<file path="src/psev_pkg.sv">
// Package for the postfix stack evaluator: stack sizing, status codes,
// command types and the character decoder.
// No dependencies.
package psev_pkg;

    localparam int STACK_DEPTH = 16;
    localparam int CNT_W       = $clog2(STACK_DEPTH + 1);
    localparam int VAL_W       = 32;

    localparam logic [7:0] CHAR_PLUS  = 8'h2B;
    localparam logic [7:0] CHAR_MINUS = 8'h2D;
    localparam logic [7:0] CHAR_STAR  = 8'h2A;
    localparam logic [7:0] CHAR_ZERO  = 8'h30;
    localparam logic [7:0] CHAR_NINE  = 8'h39;

    typedef enum logic [1:0] {
        ST_OK        = 2'd0,
        ST_UNDERFLOW = 2'd1,
        ST_OVERFLOW  = 2'd2,
        ST_EMPTY     = 2'd3
    } status_t;

    typedef enum logic [1:0] {
        OP_ADD = 2'd0,
        OP_SUB = 2'd1,
        OP_MUL = 2'd2
    } alu_op_t;

    typedef struct packed {
        logic       push;
        logic       operate;
        alu_op_t    op;
        logic [3:0] digit;
        logic       last;
    } cmd_t;

    typedef struct packed {
        logic [VAL_W-1:0] value;
        status_t          status;
    } result_t;

    function automatic cmd_t decode(input logic [7:0] symbol, input logic last);
        cmd_t       cmd;
        logic [7:0] offset;
        offset      = symbol - CHAR_ZERO;
        cmd.push    = (symbol >= CHAR_ZERO) && (symbol <= CHAR_NINE);
        cmd.operate = (symbol == CHAR_PLUS) || (symbol == CHAR_MINUS)
                   || (symbol == CHAR_STAR);
        if (symbol == CHAR_PLUS) begin
            cmd.op = OP_ADD;
        end else if (symbol == CHAR_MINUS) begin
            cmd.op = OP_SUB;
        end else begin
            cmd.op = OP_MUL;
        end
        cmd.digit = offset[3:0];
        cmd.last  = last;
        return cmd;
    endfunction

endpackage

</file>
<file path="src/psev_alu.sv">
// Arithmetic unit of the postfix stack evaluator: add, subtract or multiply
// of the two top stack entries, 32-bit wrapping. Depends on psev_pkg.
module psev_alu
    import psev_pkg::*;
(
    input  alu_op_t          op,
    input  logic [VAL_W-1:0] a,
    input  logic [VAL_W-1:0] b,
    output logic [VAL_W-1:0] r
);

    always_comb begin
        unique case (op)
            OP_ADD:  r = a + b;
            OP_SUB:  r = a - b;
            OP_MUL:  r = a * b;
            default: r = a * b;
        endcase
    end

endmodule

</file>
<file path="src/psev_stack.sv">
// Value stack of the postfix stack evaluator: shift-register stack with the
// top at entry 0, entry count, sticky error and end-of-expression summary.
// Depends on psev_pkg.
module psev_stack
    import psev_pkg::*;
(
    input  logic             aclk,
    input  logic             aresetn,
    input  logic             step,
    input  cmd_t             cmd,
    input  logic [VAL_W-1:0] alu_r,
    output logic [VAL_W-1:0] top_a,
    output logic [VAL_W-1:0] top_b,
    output result_t          summary
);

    logic [VAL_W-1:0] stk_reg  [STACK_DEPTH];
    logic [VAL_W-1:0] stk_next [STACK_DEPTH];
    logic [CNT_W-1:0] count_reg, count_next, count_upd;
    status_t          err_reg, err_next, err_upd;
    logic             full, can_op, push_ok, op_ok;

    assign full    = (count_reg == CNT_W'(STACK_DEPTH));
    assign can_op  = (count_reg >= CNT_W'(2));
    assign push_ok = cmd.push && !full;
    assign op_ok   = cmd.operate && can_op;

    // Entry 0 is the later operand, entry 1 the earlier one.
    assign top_b = stk_reg[0];
    assign top_a = stk_reg[1];

    always_comb begin
        count_upd = count_reg + CNT_W'(push_ok) - CNT_W'(op_ok);
        if (err_reg != ST_OK) begin
            err_upd = err_reg;
        end else if (cmd.push && full) begin
            err_upd = ST_OVERFLOW;
        end else if (cmd.operate && !can_op) begin
            err_upd = ST_UNDERFLOW;
        end else begin
            err_upd = ST_OK;
        end
        count_next = cmd.last ? '0 : count_upd;
        err_next   = cmd.last ? ST_OK : err_upd;
    end

    for (genvar i = 0; i < STACK_DEPTH; i++) begin : g_entry
        always_comb begin
            stk_next[i] = stk_reg[i];
            if (push_ok) begin
                if (i == 0) begin
                    stk_next[i] = VAL_W'(cmd.digit);
                end else begin
                    stk_next[i] = stk_reg[(i > 0) ? i - 1 : 0];
                end
            end else if (op_ok) begin
                if (i == 0) begin
                    stk_next[i] = alu_r;
                end else if (i < STACK_DEPTH - 1) begin
                    stk_next[i] = stk_reg[(i < STACK_DEPTH - 1) ? i + 1 : i];
                end
            end
        end
    end

    always_comb begin
        summary.value = (count_upd == '0) ? '0 : stk_next[0];
        if (err_upd != ST_OK) begin
            summary.status = err_upd;
        end else if (count_upd == '0) begin
            summary.status = ST_EMPTY;
        end else begin
            summary.status = ST_OK;
        end
    end

    always_ff @(posedge aclk) begin
        if (!aresetn) begin
            count_reg <= '0;
            err_reg   <= ST_OK;
        end else if (step) begin
            count_reg <= count_next;
            err_reg   <= err_next;
        end
    end

    always_ff @(posedge aclk) begin
        if (step) begin
            stk_reg <= stk_next;
        end
    end

endmodule

</file>
<file path="src/postfix_stack_evaluator.sv">
// Postfix (RPN) expression evaluator. Characters arrive one item per cycle
// while the input is not stalled: '0'..'9' push a digit, '+', '-' and '*'
// replace the two top values by earlier op later (32-bit signed, wrapping),
// anything else is ignored. The item marked last yields one result: the top
// value and a status (ok, underflow, overflow, or no value left), after which
// stack and error clear. The last item passes from the input register, which
// feeds the stack, into the result register stage. A last item waits in the
// input register while the previous result has not been taken. The stack
// holds STACK_DEPTH entries as a shift register.
// Depends on psev_pkg, psev_alu and psev_stack.
module postfix_stack_evaluator
    import psev_pkg::*;
(
    input  logic                    aclk,
    input  logic                    aresetn,
    input  logic                    s_valid,
    output logic                    s_ready,
    input  logic [7:0]              s_symbol,
    input  logic                    s_last,
    output logic                    m_valid,
    input  logic                    m_ready,
    output logic signed [VAL_W-1:0] m_value,
    output logic [1:0]              m_status
);

    cmd_t             in_cmd_reg;
    logic             in_valid_reg;
    logic             out_valid_reg;
    result_t          out_reg;
    logic             step;
    logic [VAL_W-1:0] top_a, top_b, alu_r;
    result_t          summary;

    // An item without last never waits for the result side.
    assign step    = in_valid_reg && (!in_cmd_reg.last || !out_valid_reg || m_ready);
    assign s_ready = !in_valid_reg || step;

    always_ff @(posedge aclk) begin
        if (!aresetn) begin
            in_valid_reg <= 1'b0;
        end else if (s_ready) begin
            in_valid_reg <= s_valid;
        end
    end

    always_ff @(posedge aclk) begin
        if (s_ready && s_valid) begin
            in_cmd_reg <= decode(s_symbol, s_last);
        end
    end

    psev_alu u_alu (
        .op (in_cmd_reg.op),
        .a  (top_a),
        .b  (top_b),
        .r  (alu_r)
    );

    psev_stack u_stack (
        .aclk    (aclk),
        .aresetn (aresetn),
        .step    (step),
        .cmd     (in_cmd_reg),
        .alu_r   (alu_r),
        .top_a   (top_a),
        .top_b   (top_b),
        .summary (summary)
    );

    always_ff @(posedge aclk) begin
        if (!aresetn) begin
            out_valid_reg <= 1'b0;
        end else if (step && in_cmd_reg.last) begin
            out_valid_reg <= 1'b1;
        end else if (m_ready) begin
            out_valid_reg <= 1'b0;
        end
    end

    always_ff @(posedge aclk) begin
        if (step && in_cmd_reg.last) begin
            out_reg <= summary;
        end
    end

    assign m_valid  = out_valid_reg;
    assign m_value  = out_reg.value;
    assign m_status = out_reg.status;

endmodule

</file>
<file path="config.mk">
export PLATFORM = sky130hd
export DESIGN_NAME = postfix_stack_evaluator
export DESIGN_NICKNAME = d
export VERILOG_FILES = /design/src/psev_pkg.sv /design/src/psev_alu.sv /design/src/psev_stack.sv /design/src/postfix_stack_evaluator.sv
export SDC_FILE = /design/constraint.sdc
export NUM_CORES = 2
export LEC_CHECK = 0
export CORE_AREA = 4 4 294 296
export CTS_BUF_LIST = sky130_fd_sc_hd__clkbuf_16
export CTS_CLUSTER_SIZE = 20
export DETAILED_ROUTE_END_ITERATION = 10
export DIE_AREA = 0 0 298 300
export DONT_BUFFER_PORTS = 1
export GPL_TIMING_DRIVEN = 1
export PLACE_DENSITY = 0.69
export SKIP_CTS_REPAIR_TIMING = 1
export SLEW_MARGIN = 20
export SYNTH_ARGS = -nofsm -noshare
export SYNTH_HDL_FRONTEND = slang
export SYNTH_SLANG_ARGS = --single-unit
</file>
<file path="constraint.sdc">
create_clock -name aclk -period 44.4 [get_ports aclk]
set_clock_uncertainty 0.05 [all_clocks]
set_input_delay 6.66 -clock aclk [delete_from_list [all_inputs] [get_ports aclk]]
set_output_delay 6.66 -clock aclk [all_outputs]
set_load 0.02 [all_outputs]
</file>
==> summary.txt <==
Drt
  • Top sig layer: met4
  • DR WL/cell: approximately 18 µm
  • 1st-iter DRT viols: 2723
  • DR pass1 iterations: 6
  • Drt via density: 5.369
  • Vias: 28735
  • Total Wirelength: ~96000 µm
  • Remaining DRCs: 0
  • Met3 wire length: 5841 µm
  • Met2 Wirelength: 44150 µm
  • Post-route ant nets: 0
  • Routed length on met1: 42440 µm

Critical path
  • Crit path required time: 37.69 ns
  • Max stage delay cell, worst path: nand3_1
  • Worst stage delay on the critical path: 0.27 ns
  • Reg2reg start: u_stack.top_a[5]$_DFFE_PP_
  • R2R cell count: 27
  • Crit Path Category: primary input to primary output
  • Worst setup startpoint: m_ready
  • Worst-path cell chain: nor2b_1 > nand3_1
  • CP Max Fanout: 4
  • Critical Path AT: 7.13 ns
  • Crit end category: primary output
  • FF-to-FF setup slack: 36.16 ns
  • RR Endpoint: m_value[27]$_SDFFCE_PP0P_
  • Critical path launch point type: primary input
  • Number of buffers and inverters on the critical path: 0
  • CP Depth: 2
  • CP delay by family, top: simple AND/OR/NAND/NOR gates

GRT
  • First-pass GRT wire length: 156200 µm
  • GRT Residual Overflow: 0
  • Number of global-route vias before repair: 28634
  • Initial antenna violation count: 1
  • Global-route usage over all layers: 21.57%
  • Pin count of the biggest net entering global routing: 242

Floorplanning
  • Core area: 83560 µm²
  • Die height: approximately 300 µm
  • Site row count: 106
  • DIE AREA: 89400 µm²
  • Ports: 49
  • Die width: 298 µm
  • Initial Util: 49.97%

STA
  • FMAX: between 70 and 80 MHz
  • Setup violators final: 0
  • Max Slew Vio Count: 0
  • Final worst slack: 30.56 ns
  • Setup_tns: 0 ns
  • Fin crit period: 13.84 ns
  • Hold Fails Final Rpt: 0
  • Final period util: between 30% and 40%
  • RSZ-0062 raised after global routing: no
  • Worst slew pin tran: 1.148 ns
  • Rel. slew slack: roughly a quarter
  • Hold_ws: 0.3992 ns

Clock network
  • CTS tree: done
  • CTS Sinks: 564
  • H-tree levels: 2
  • Reg clk slew, reported paths: 0.06 ns
  • CTS Root Buffer Type: clkbuf_16
  • TritonCTS Buffers: 56
  • Clk_lat worst skew: 0.63 ns
  • Clk buf depth: 3

Hold path
  • Depth of the worst hold-timing path: 0
  • Min-Delay Endpoint: u_stack.stk_reg[28]$_DFFE_PP_
  • Hold_sp: u_stack.stk_reg[60]$_DFFE_PP_
  • HP Class: flip-flop to flip-flop

Logic synthesis
  • Dominant synthesized flop cell: edfxtp_1
  • Post-synthesis cell area: approximately 42000 µm²
  • Synth unique cells: 73
  • Post-Syn Nets: 4929
  • Synth top area share: between 30% and 40%
  • Mean area per synthesized cell: 9.619 µm²
  • Seq/Total Area, Yosys: between 40% and 50%
  • Dominant cell type by area after synthesis: edfxtp_1
  • Area contributors post-synth: edfxtp_1, fa_1, nand2_1
  • Ys async rst share: 0%
  • Cells after Synth: 4341
  • Seq cells post-synth: 564
  • EDFF count, synth: 555
  • Yosys warning count: 0
  • Commonest cells post-synth: nand2_1, edfxtp_1, fa_1
  • Top-count cell post-synth: nand2_1

Placement
  • Setup WS pre-CTS: 30.56 ns
  • Detailed placer's ending HPWL: 63330 µm
  • Port bufs: 0
  • Gpl congestion: roughly 0.92

Pwr
  • Leak Pwr: 0.01989 µW
  • Overall Power: 2808 µW
  • Power Dens Cells: 62.80 nW/µm²
  • Maximum vdd drop: 0.1581 mV

Cells and area
  • Max reg flops: 448
  • Area delta synth->final: 7.072%
  • Storage cell area: 16850 µm²
  • Nets: 4814
  • Multi-input gate area: about 22000 µm²
  • Filler instances: about 7500
  • Fraction of layout instances using a drive strength above 1: 3.910%

Outcome
  • Status: finished clean

Flow run
  • Max-cap violations: 0
## placed cells by master, fill, tap and decap left out, types with 11 or more instances in the layout
master / count
o21ai_0: 49
nor2b_1: 21
inv_1: 414
xnor2_1: 98
and2_1: 311
a21o_1: 32
a31oi_1: 11
edfxtp_1: 555
xor2_1: 47
a211oi_1: 11
bufinv_16: 11
buf_4: 62
ha_1: 165
nand2_1: 1613
a21oi_1: 81
o21a_1: 16
fa_1: 410
clkbuf_16: 57
nand3_1: 13
o21ai_1: 11
nor2_1: 82
nor3_1: 23
clkinv_1: 12
## per-stage QoR
step	util, %	cells	instance area (µm²)
2_1_floorplan	-	4341	41760
3_3_place_gp	51.18	5248	42760
6_report	53.51	5352	44710
4_1_cts	53.51	5351	44710
5_1_grt	53.51	5351	44710
3_5_place_dp	51.18	5248	42760
## where the power goes
part	leakage [µW]	switching [µW]	internal [µW]
clock network	0.000971	204	297
registers	0.00517	11.2	596
logic	0.0138	983	715
## layer usage
layer / global-route usage [%] / up-vias
met1: 30.77 / 14166
li1: - / 13466
met4: 7.304 / 0
met2: 34.44 / 884
met3: 2.809 / 219
met5: 0 / -
## worst register-to-register path, stage by stage (launching register included)
cell	delay [ns]
edfxtp_1	0.97
buf_4	0.41
and2_1	0.22
fa_1	0.42
inv_1	0.08
fa_1	0.18
inv_1	0.06
fa_1	0.49
inv_1	0.05
fa_1	0.47
inv_1	0.05
fa_1	0.49
inv_1	0.06
fa_1	0.53
inv_1	0.05
fa_1	0.51
fa_1	0.43
ha_1	0.37
and3_1	0.25
and2_1	0.19
a21oi_1	0.13
o21ai_1	0.08
a31oi_1	0.38
o21bai_1	0.14
xnor2_1	0.17
nand2_1	0.14
o21ai_1	0.13
a2111oi_1	0.51
## logic make-up after synthesis
logic type | share of synthesized area (%)
adders and majority gates | 24.60
buffers and inverters | 5.843
AOI/OAI and AO/OA | 4.270
muxes | 0.1948
xor gates and xnor gates | 3.080
and+or+nand+nor | 21.67
DFF | 40.34
## worst max path at each step
stage	end	slack (ns)
floorplan	u_stack.stk_reg[100]$_DFFE_PP_	14.42
global placement	s_ready	30.55
detailed placement	s_ready	30.56
CTS	s_ready	30.55
global route	s_ready	30.51
finish	s_ready	30.56
## cell type report
| type | count | area share [%] |
|---|---|---|
| antenna | 1 | 0.005597 |
| clock buffer | 57 | 3.190 |
| clock inverter | 46 | 1.153 |
| inverter | 409 | 3.451 |
| multi-input combinational | 3130 | 50.32 |
| sequential | 564 | 37.68 |
| tap | 1080 | 3.022 |
| timing repair buffer | 65 | 1.175 |
No activity file was read; power rests on OpenSTA's default activity.
